### src/sse_event_stream_parser_assert.svh
// Assertion macros for the SSE tokenizer.
// Clocked on clk and disabled while arst_n is low; used by the top level.
`ifndef SSE_EVENT_STREAM_PARSER_ASSERT_SVH
`define SSE_EVENT_STREAM_PARSER_ASSERT_SVH

// same-cycle implication
`define SSE_ASSERT_IMP(lbl, ante, cons, msg) \
	lbl: assert property (@(posedge clk) disable iff (!arst_n) (ante) |-> (cons)) \
		else $error(msg);

// next-cycle implication
`define SSE_ASSERT_NXT(lbl, ante, cons, msg) \
	lbl: assert property (@(posedge clk) disable iff (!arst_n) (ante) |=> (cons)) \
		else $error(msg);

`endif

### src/sse_pkg.sv
// Shared types, character constants and per-byte line functions of the SSE tokenizer.
// No dependencies; used by sse_step, sse_out_buf and sse_event_stream_parser.
package sse_pkg;

	typedef enum logic [1:0] {
		IK_BYTE = 2'd0,
		IK_EOS  = 2'd1,
		IK_HALT = 2'd2,
		IK_NONE = 2'd3
	} in_kind_t;

	typedef enum logic [2:0] {
		K_CLEAR    = 3'd0,
		K_NAMEB    = 3'd1,
		K_DATAB    = 3'd2,
		K_NEWLINE  = 3'd3,
		K_DISPATCH = 3'd4
	} tok_kind_t;

	typedef enum logic [2:0] {
		PH_START  = 3'd0,
		PH_NAME   = 3'd1,
		PH_IGNORE = 3'd2,
		PH_EVENT  = 3'd3,
		PH_DATA   = 3'd4
	} phase_t;

	localparam logic [7:0] CH_CR    = 8'h0D;
	localparam logic [7:0] CH_LF    = 8'h0A;
	localparam logic [7:0] CH_COLON = 8'h3A;
	localparam logic [7:0] CH_SPACE = 8'h20;

	localparam int CAND_EV_BIT = 0;
	localparam int CAND_DA_BIT = 1;

	typedef struct packed {
		phase_t     phase;
		logic [2:0] mcount;
		logic [1:0] cand;
		logic       skip;
		logic       ev_ne;
		logic       da_ne;
	} st_t;

	localparam st_t ST_RESET = '{
		phase: PH_START, mcount: 3'd0, cand: 2'b11, skip: 1'b0, ev_ne: 1'b0, da_ne: 1'b0
	};

	typedef struct packed {
		tok_kind_t  kind;
		logic [7:0] data;
	} tok_t;

	typedef struct packed {
		st_t  st;
		logic tv;
		tok_t tok;
	} pb_res_t;

	typedef struct packed {
		st_t        st;
		logic       held;
		logic       halted;
		logic [1:0] n;
		tok_t       t0;
		tok_t       t1;
	} step_out_t;

	function automatic logic [7:0] ev_char(logic [2:0] i);
		logic [7:0] ch;
		unique case (i)
			3'd0: ch = 8'h65; // e
			3'd1: ch = 8'h76; // v
			3'd2: ch = 8'h65; // e
			3'd3: ch = 8'h6E; // n
			3'd4: ch = 8'h74; // t
			default: ch = 8'h00;
		endcase
		return ch;
	endfunction

	function automatic logic [7:0] da_char(logic [2:0] i);
		logic [7:0] ch;
		unique case (i)
			3'd0: ch = 8'h64; // d
			3'd1: ch = 8'h61; // a
			3'd2: ch = 8'h74; // t
			3'd3: ch = 8'h61; // a
			default: ch = 8'h00;
		endcase
		return ch;
	endfunction

	function automatic logic is_ev_name(st_t s);
		return s.cand[CAND_EV_BIT] && (s.mcount == 3'd5);
	endfunction

	function automatic logic is_da_name(st_t s);
		return s.cand[CAND_DA_BIT] && (s.mcount == 3'd4);
	endfunction

	// one ordinary byte of a line: at most one token
	function automatic pb_res_t plain_byte(st_t s, logic [7:0] c);
		pb_res_t r;
		r.st = s;
		r.tv = 1'b0;
		r.tok.kind = K_CLEAR;
		r.tok.data = 8'h00;
		if (s.phase == PH_START || s.phase == PH_NAME) begin
			r.st.phase = PH_NAME;
			if (c == CH_COLON) begin
				if (is_ev_name(s)) begin
					r.tv = 1'b1;
					r.tok.kind = K_CLEAR;
					r.st.ev_ne = 1'b0;
					r.st.phase = PH_EVENT;
					r.st.skip = 1'b1;
				end else if (is_da_name(s)) begin
					r.tv = s.da_ne;
					r.tok.kind = K_NEWLINE;
					r.st.phase = PH_DATA;
					r.st.skip = 1'b1;
				end else begin
					r.st.phase = PH_IGNORE;
				end
			end else begin
				if (s.mcount >= 3'd5 || ev_char(s.mcount) != c)
					r.st.cand[CAND_EV_BIT] = 1'b0;
				if (s.mcount >= 3'd4 || da_char(s.mcount) != c)
					r.st.cand[CAND_DA_BIT] = 1'b0;
				if (s.mcount != 3'd7)
					r.st.mcount = s.mcount + 3'd1;
			end
		end else if (s.phase == PH_EVENT || s.phase == PH_DATA) begin
			r.st.skip = 1'b0;
			if (!(s.skip && c == CH_SPACE)) begin
				r.tv = 1'b1;
				r.tok.data = c;
				if (s.phase == PH_EVENT) begin
					r.tok.kind = K_NAMEB;
					r.st.ev_ne = 1'b1;
				end else begin
					r.tok.kind = K_DATAB;
					r.st.da_ne = 1'b1;
				end
			end
		end
		return r;
	endfunction

	function automatic pb_res_t dispatch_if_any(st_t s);
		pb_res_t r;
		r.st = s;
		r.tv = s.ev_ne || s.da_ne;
		r.tok.kind = K_DISPATCH;
		r.tok.data = 8'h00;
		r.st.ev_ne = 1'b0;
		r.st.da_ne = 1'b0;
		return r;
	endfunction

	// line end: blank line dispatches, a bare field name acts as if followed by a colon
	function automatic pb_res_t end_line(st_t s);
		pb_res_t r;
		r.st = s;
		r.tv = 1'b0;
		r.tok.kind = K_CLEAR;
		r.tok.data = 8'h00;
		if (s.phase == PH_START) begin
			r = dispatch_if_any(s);
		end else if (s.phase == PH_NAME) begin
			if (is_ev_name(s)) begin
				r.tv = 1'b1;
				r.tok.kind = K_CLEAR;
				r.st.ev_ne = 1'b0;
			end else if (is_da_name(s)) begin
				r.tv = s.da_ne;
				r.tok.kind = K_NEWLINE;
			end
		end
		r.st.phase = PH_START;
		r.st.mcount = 3'd0;
		r.st.cand = 2'b11;
		r.st.skip = 1'b0;
		return r;
	endfunction

endpackage

### src/sse_step.sv
// Next-state and token logic for one input beat of the SSE tokenizer.
// Depends on sse_pkg (types and line functions).
module sse_step (
	input  sse_pkg::st_t      st,
	input  logic              held,
	input  logic              halted,
	input  logic [1:0]        kind,
	input  logic [7:0]        data,
	output sse_pkg::step_out_t res
);

	sse_pkg::pb_res_t r1;
	sse_pkg::pb_res_t r2;
	sse_pkg::st_t     s;
	logic             held_n;
	logic             halted_n;

	always_comb begin
		r1 = '0;
		r2 = '0;
		s = st;
		held_n = held;
		halted_n = halted;
		unique case (kind)
			sse_pkg::IK_BYTE: begin
				if (held) begin
					held_n = 1'b0;
					if (data == sse_pkg::CH_LF) begin
						r1 = sse_pkg::end_line(st);
						s = r1.st;
					end else begin
						// replay the held CR as a plain byte first
						r1 = sse_pkg::plain_byte(st, sse_pkg::CH_CR);
						s = r1.st;
						if (data == sse_pkg::CH_CR) begin
							held_n = 1'b1;
						end else begin
							r2 = sse_pkg::plain_byte(r1.st, data);
							s = r2.st;
						end
					end
				end else if (data == sse_pkg::CH_LF) begin
					r1 = sse_pkg::end_line(st);
					s = r1.st;
				end else if (data == sse_pkg::CH_CR) begin
					held_n = 1'b1;
				end else begin
					r1 = sse_pkg::plain_byte(st, data);
					s = r1.st;
				end
			end
			sse_pkg::IK_EOS: begin
				held_n = 1'b0;
				r1 = sse_pkg::end_line(st);
				r2 = sse_pkg::dispatch_if_any(r1.st);
				s = r2.st;
			end
			sse_pkg::IK_HALT: begin
				halted_n = 1'b1;
			end
			default: begin
			end
		endcase

		res.st = s;
		res.held = held_n;
		res.halted = halted_n;
		// pack tokens towards slot 0; drop all once halted
		if (halted_n)
			res.n = 2'd0;
		else
			res.n = {1'b0, r1.tv} + {1'b0, r2.tv};
		res.t0 = r1.tv ? r1.tok : r2.tok;
		res.t1 = r2.tok;
	end

endmodule

### src/sse_out_buf.sv
// Two-entry result register of the SSE tokenizer: loads up to two tokens, sends one a cycle while out_stall is low.
// Depends on sse_pkg (token type).
module sse_out_buf (
	input  logic              clk,
	input  logic              arst_n,
	input  logic              load,
	input  logic [1:0]        n,
	input  sse_pkg::tok_t     t0,
	input  sse_pkg::tok_t     t1,
	output logic              ready,
	output logic              out_valid,
	input  logic              out_stall,
	output logic [2:0]        out_kind,
	output logic [7:0]        out_byte,
	output logic              out_last
);

	logic          v0_q;
	logic          v1_q;
	sse_pkg::tok_t tok0_q;
	sse_pkg::tok_t tok1_q;
	logic          last0_q;
	logic          fire;
	logic          put;

	assign fire  = v0_q && !out_stall;
	assign ready = !v0_q || (!v1_q && fire);
	assign put   = load && (n != 2'd0);

	always_ff @(posedge clk or negedge arst_n) begin
		if (!arst_n) begin
			v0_q <= 1'b0;
			v1_q <= 1'b0;
		end else if (put) begin
			v0_q <= 1'b1;
			v1_q <= (n == 2'd2);
		end else if (fire) begin
			v0_q <= v1_q;
			v1_q <= 1'b0;
		end
	end

	always_ff @(posedge clk) begin
		if (put) begin
			tok0_q  <= t0;
			tok1_q  <= t1;
			last0_q <= (n == 2'd1);
		end else if (fire) begin
			// advance the second token; it always closes its beat
			tok0_q  <= tok1_q;
			last0_q <= 1'b1;
		end
	end

	assign out_valid = v0_q;
	assign out_kind  = tok0_q.kind;
	assign out_byte  = tok0_q.data;
	assign out_last  = last0_q;

endmodule

### src/sse_event_stream_parser.sv
// Channel  Direction  Handshake             Payload
// in       sink       in_valid / in_stall   in_kind[1:0], in_byte[7:0]
// out      source     out_valid / out_stall out_kind[2:0], out_byte[7:0], out_last
//
// One input beat is taken per cycle into the input register while in_stall is low;
// its tokens (zero to two) are loaded into the result register once it is ready. A
// beat giving two tokens holds the result register until both are sent, so that single
// register port sets the rate of such beats. Reset (arst_n low) returns
// to line start with empty name and data. in_stall rises only while the input register
// holds a beat that the result register cannot take.
//
// Top level of the SSE tokenizer; depends on sse_pkg, sse_step, sse_out_buf and
// sse_event_stream_parser_assert.svh.
module sse_event_stream_parser (
	input  logic       clk,
	input  logic       arst_n,
	input  logic       in_valid,
	output logic       in_stall,
	input  logic [1:0] in_kind,
	input  logic [7:0] in_byte,
	output logic       out_valid,
	input  logic       out_stall,
	output logic [2:0] out_kind,
	output logic [7:0] out_byte,
	output logic       out_last
);

	logic               valid_s1;
	logic [1:0]         kind_s1;
	logic [7:0]         byte_s1;
	sse_pkg::st_t       st_q;
	logic               held_q;
	logic               halted_q;
	sse_pkg::step_out_t step;
	logic               buf_ready;
	logic               advance;

	assign advance  = valid_s1 && buf_ready;
	assign in_stall = valid_s1 && !buf_ready;

	always_ff @(posedge clk or negedge arst_n) begin
		if (!arst_n) begin
			valid_s1 <= 1'b0;
		end else if (!in_stall) begin
			valid_s1 <= in_valid;
		end
	end

	always_ff @(posedge clk) begin
		if (in_valid && !in_stall) begin
			kind_s1 <= in_kind;
			byte_s1 <= in_byte;
		end
	end

	always_ff @(posedge clk or negedge arst_n) begin
		if (!arst_n) begin
			st_q     <= sse_pkg::ST_RESET;
			held_q   <= 1'b0;
			halted_q <= 1'b0;
		end else if (advance) begin
			st_q     <= step.st;
			held_q   <= step.held;
			halted_q <= step.halted;
		end
	end

	sse_step u_step (
		.st     (st_q),
		.held   (held_q),
		.halted (halted_q),
		.kind   (kind_s1),
		.data   (byte_s1),
		.res    (step)
	);

	sse_out_buf u_out (
		.clk       (clk),
		.arst_n    (arst_n),
		.load      (advance),
		.n         (step.n),
		.t0        (step.t0),
		.t1        (step.t1),
		.ready     (buf_ready),
		.out_valid (out_valid),
		.out_stall (out_stall),
		.out_kind  (out_kind),
		.out_byte  (out_byte),
		.out_last  (out_last)
	);

`include "sse_event_stream_parser_assert.svh"

	`SSE_ASSERT_NXT(a_pair_follows, out_valid && !out_last, out_valid, "second token of a beat lost")
	`SSE_ASSERT_IMP(a_halt_silent, halted_q, step.n == 2'd0, "token produced after halt")
	`SSE_ASSERT_IMP(a_stall_held, in_stall, valid_s1, "stall without a held beat")
	`SSE_ASSERT_NXT(a_pair_head, advance && step.n == 2'd2, out_valid && !out_last, "pair not at head")

endmodule
### config.mk
export PLATFORM = sky130hd
export DESIGN_NAME = sse_event_stream_parser
export DESIGN_NICKNAME = d
export VERILOG_FILES = /design/src/sse_pkg.sv /design/src/sse_step.sv /design/src/sse_out_buf.sv /design/src/sse_event_stream_parser.sv
export VERILOG_INCLUDE_DIRS = /design/src /design/src/src
export SDC_FILE = /design/constraint.sdc
export NUM_CORES = 1
export LEC_CHECK = 0
export ABC_AREA = 1
export BUFFER_PORTS_ARGS = -buffer_cell sky130_fd_sc_hd__buf_2
export CORE_MARGIN = 1
export CORE_UTILIZATION = 55
export DETAILED_ROUTE_END_ITERATION = 7
export GPL_TIMING_DRIVEN = 0
export PLACE_DENSITY = 0.7
export SLEW_MARGIN = 20
export SYNTH_ARGS = -nofsm -noshare
export SYNTH_HDL_FRONTEND = slang
export SYNTH_SLANG_ARGS = --single-unit
### constraint.sdc
create_clock -name clk -period 6.63 [get_ports clk]
set_input_delay 0.9945 -clock clk [delete_from_list [all_inputs] [get_ports clk]]
set_output_delay 0.9945 -clock clk [all_outputs]
set_load 0.02 [all_outputs]
==> metrics.txt <==
status=completed; Mapped Area=3220 sq um; grt ovf=0; layout cell share with drive strength beyond 1=0.224; area grow syn2layout=10.0%; max_cap viols=0; design area=3540 sq um; initial antenna violation count=0; die height=78.5 microns; global-route wire length before repair=11,900 microns; post-synth top area cell=edfxtp_1; R2R depth=14; WS Path Type=reg2reg; Layout Nets=452; clk sinks=49; post-synthesis compound-gate area fraction=0.119; Syn Area/Cell=8.10 sq um; mux share of post-synthesis cell area=0; drt wl/cell=13.9 microns; Post-Syn Nets=417; register area share after synthesis=0.433; Seq cells post-synth=49; Routability Congestion=0.911; Worst setup SP type=flip-flop; setup repair bufs after CTS=0; P_leak=1.65 nW; Die Wd=78.5 microns; placed cell area=3450 sq um; worst endpoint data arrival time=3.11 ns; worst hold margin=0.478 ns; XOR/XNOR Fraction of Synth Area=0.0163; Initial Util=0.577; Longest Clk Path Bufs=2; Pwr Density=255 nW/um^2; hold-fix buffers at CTS=0; Core ar.=5570 sq um; RR Startpoint=st_q[6]; CP max FO=20; Skew-Pair Late Insertion Delay=0.31 ns; dpl hpwl=5480 microns; top cells by area, synth=edfxtp_1, dfrtp_1, nand2_1; hold path startpoint=st_q[3]; Slew Viols, Final=0; Boundary Pins=28; CTS tree=yes; CP Capture Type=flip-flop; share of synthesized registers carrying an async set or reset=0.327; Top FF cell, synth=edfxtp_1; largest family of logic cells by synthesized area=simple AND/OR/NAND/NOR gates; Hold Path Cell Cnt=2; actual slew at the worst max-slew pin=0.528 ns; Placed Cells=497; vias in the first global route=2,576; pin count of the biggest net entering global routing=21; GRT Total Usage=0.249; yosys warns=0; ANT cells=0; Post-synth EDFFs=33; Reg2Reg Capture Point=u_out.out_byte[1]; Final Hold Fails=0; Clock Pin Slew Worst Setup and Hold Paths=0.10 ns; HP Class=reg2reg; cts repair resizes=0; flop2flop setup slack=3.59 ns; Worst Clk Skew=0.00671 ns; post-synth top area share=0.308; drt first pass iters=5; Req. time, crit path=6.70 ns; routed vias/inst=5.44; post-synthesis adder-cell area fraction=0.0233; Max Freq=329 MHz; RSZ-0062 raised after global routing=no; Rel. slew slack=0.648; DRC=0; count of unique library cells instantiated by Yosys=44; Setup TNS Final=0 ns; WL final=7040 microns; crit path time final=3.04 ns; final std cells w/o fill=505; worst vdd ir=0.152 mV; Worst Hold Path EP=st_q[3]; Post-Syn Instances=397; detailed-route via count=2,748; IO buf count=27; CTS root buffer=clkbuf_8; H-tree depth=2; Finished Core Util=0.635; # rows=27; Detail Route Antenna Nets=0; Tcrit/Tclk final=0.458; die area=6160 sq um; simple-gate share of the synthesized area=0.327; setup violators final=0; DRT iter0 DRCs=163; clock buffer count from CTS=5
## worst max path at each step
stage	from	end	slack, ns
after floorplan	st_q[6]	u_out.out_byte[0]	3.91
after global placement	st_q[6]	u_out.out_byte[5]	3.36
after detailed placement	st_q[6]	u_out.out_byte[1]	3.63
after CTS	st_q[6]	u_out.out_byte[1]	3.58
after global routing	st_q[6]	u_out.out_byte[5]	3.22
final	st_q[6]	u_out.out_byte[1]	3.59
## cells in the mapped netlist, types with 2 or more instances
master / number
a21oi_1: 16
a21oi_2: 2
a21oi_4: 2
a31oi_1: 2
buf_2: 6
buf_4: 2
dfrtp_1: 14
dfstp_2: 2
edfxtp_1: 33
ha_1: 6
inv_1: 39
inv_2: 10
inv_4: 2
nand2_1: 89
nand2_2: 6
nand2_4: 4
nand3_1: 38
nand3_4: 2
nand3b_1: 2
nand4_1: 5
nor2_1: 40
nor2_2: 8
nor2_4: 5
nor3_1: 12
o21a_1: 2
o21ai_0: 15
o21ai_1: 6
o21ai_2: 4
o22ai_1: 2
o31ai_1: 2
xor2_1: 6
## cell usage in the layout (no fill, tap or decap), types with 3 or more instances in the layout
cell type  synthesis  final
edfxtp_1          33     33
nand2_4            4      4
xor2_1             6      6
o21ai_1            6      7
nand2_2            6      6
nor2_2             8      8
ha_1               6      6
nor2_1            40     40
buf_2              6     33
nand3_1           38     38
buf_4              2      3
dfrtp_1           14     14
inv_1             39     39
inv_2             10     10
nand2_1           89     89
clkbuf_8           0      5
nand4_1            5      5
nor3_1            12     12
o21ai_0           15     14
nor2_4             5      5
a21oi_1           16     16
o21ai_2            4      4
## flip-flops by register name, summed over array words and instances (netlist names), 2 cells and up
name / flops
st_q: 11
u_out.tok1_q: 11
byte_s1: 8
u_out.out_byte: 8
u_out.out_kind: 3
kind_s1: 2
## critical path, cell delays in order, from the launching register on
cell and delay (ns):
dfrtp_1 0.44, inv_1 0.11, ha_1 0.23, nand3_1 0.21, o21ai_0 0.17, o21ai_0 0.29
inv_1 0.07, nand2_1 0.07, nand2_2 0.08, ha_1 0.32, o211ai_2 0.28, inv_2 0.07
buf_2 0.25, nand3_1 0.14, nand2_1 0.06
## power by group
group	internal [mW]	leakage (nW)	switching [mW]
sequential	0.353	0.522	0.0296
combinational	0.118	1.08	0.219
clock	0.0751	0.0445	0.108
## layout make-up
class / instances / area, sq um
multi-input cells: 286 / 1560
clock buffers: 5 / 68.8
clock inverters: 3 / 21.3
inverters: 52 / 200
fillers: 512 / 2030
well taps: 72 / 90.1
repair buffers: 28 / 143
plain buffers: 10 / 60.1
flip-flops and latches: 49 / 1390
## stage by stage
stage | power [mW] | worst slack (ns)
CTS | 0.905 | 3.58
global route | 0.966 | 3.22
finish | 0.903 | 3.59
detailed placement | 0.723 | 3.63
global placement | 0.717 | 3.36
floorplan | 0.651 | 3.91
## per-layer routing
| layer | vias to the layer above | global-route usage | part of all wire |
|---|---|---|---|
| met4 | 0 | 0.100 | 0.020 |
| met3 | 12 | 0.0326 | 0.047 |
| met5 | - | 0 | 0 |
| met2 | 88 | 0.418 | 0.47 |
| met1 | 1258 | 0.323 | 0.46 |
| li1 | 1390 | - | - |
## cells by family after synthesis
group,after synthesis
buffers and inverters,62
adders and majority gates,6
and+or+nand+nor,215
AOI/OAI and AO/OA,59
DFF,49
xor gates and xnor gates,6
(Power assumes the default switching activity.)
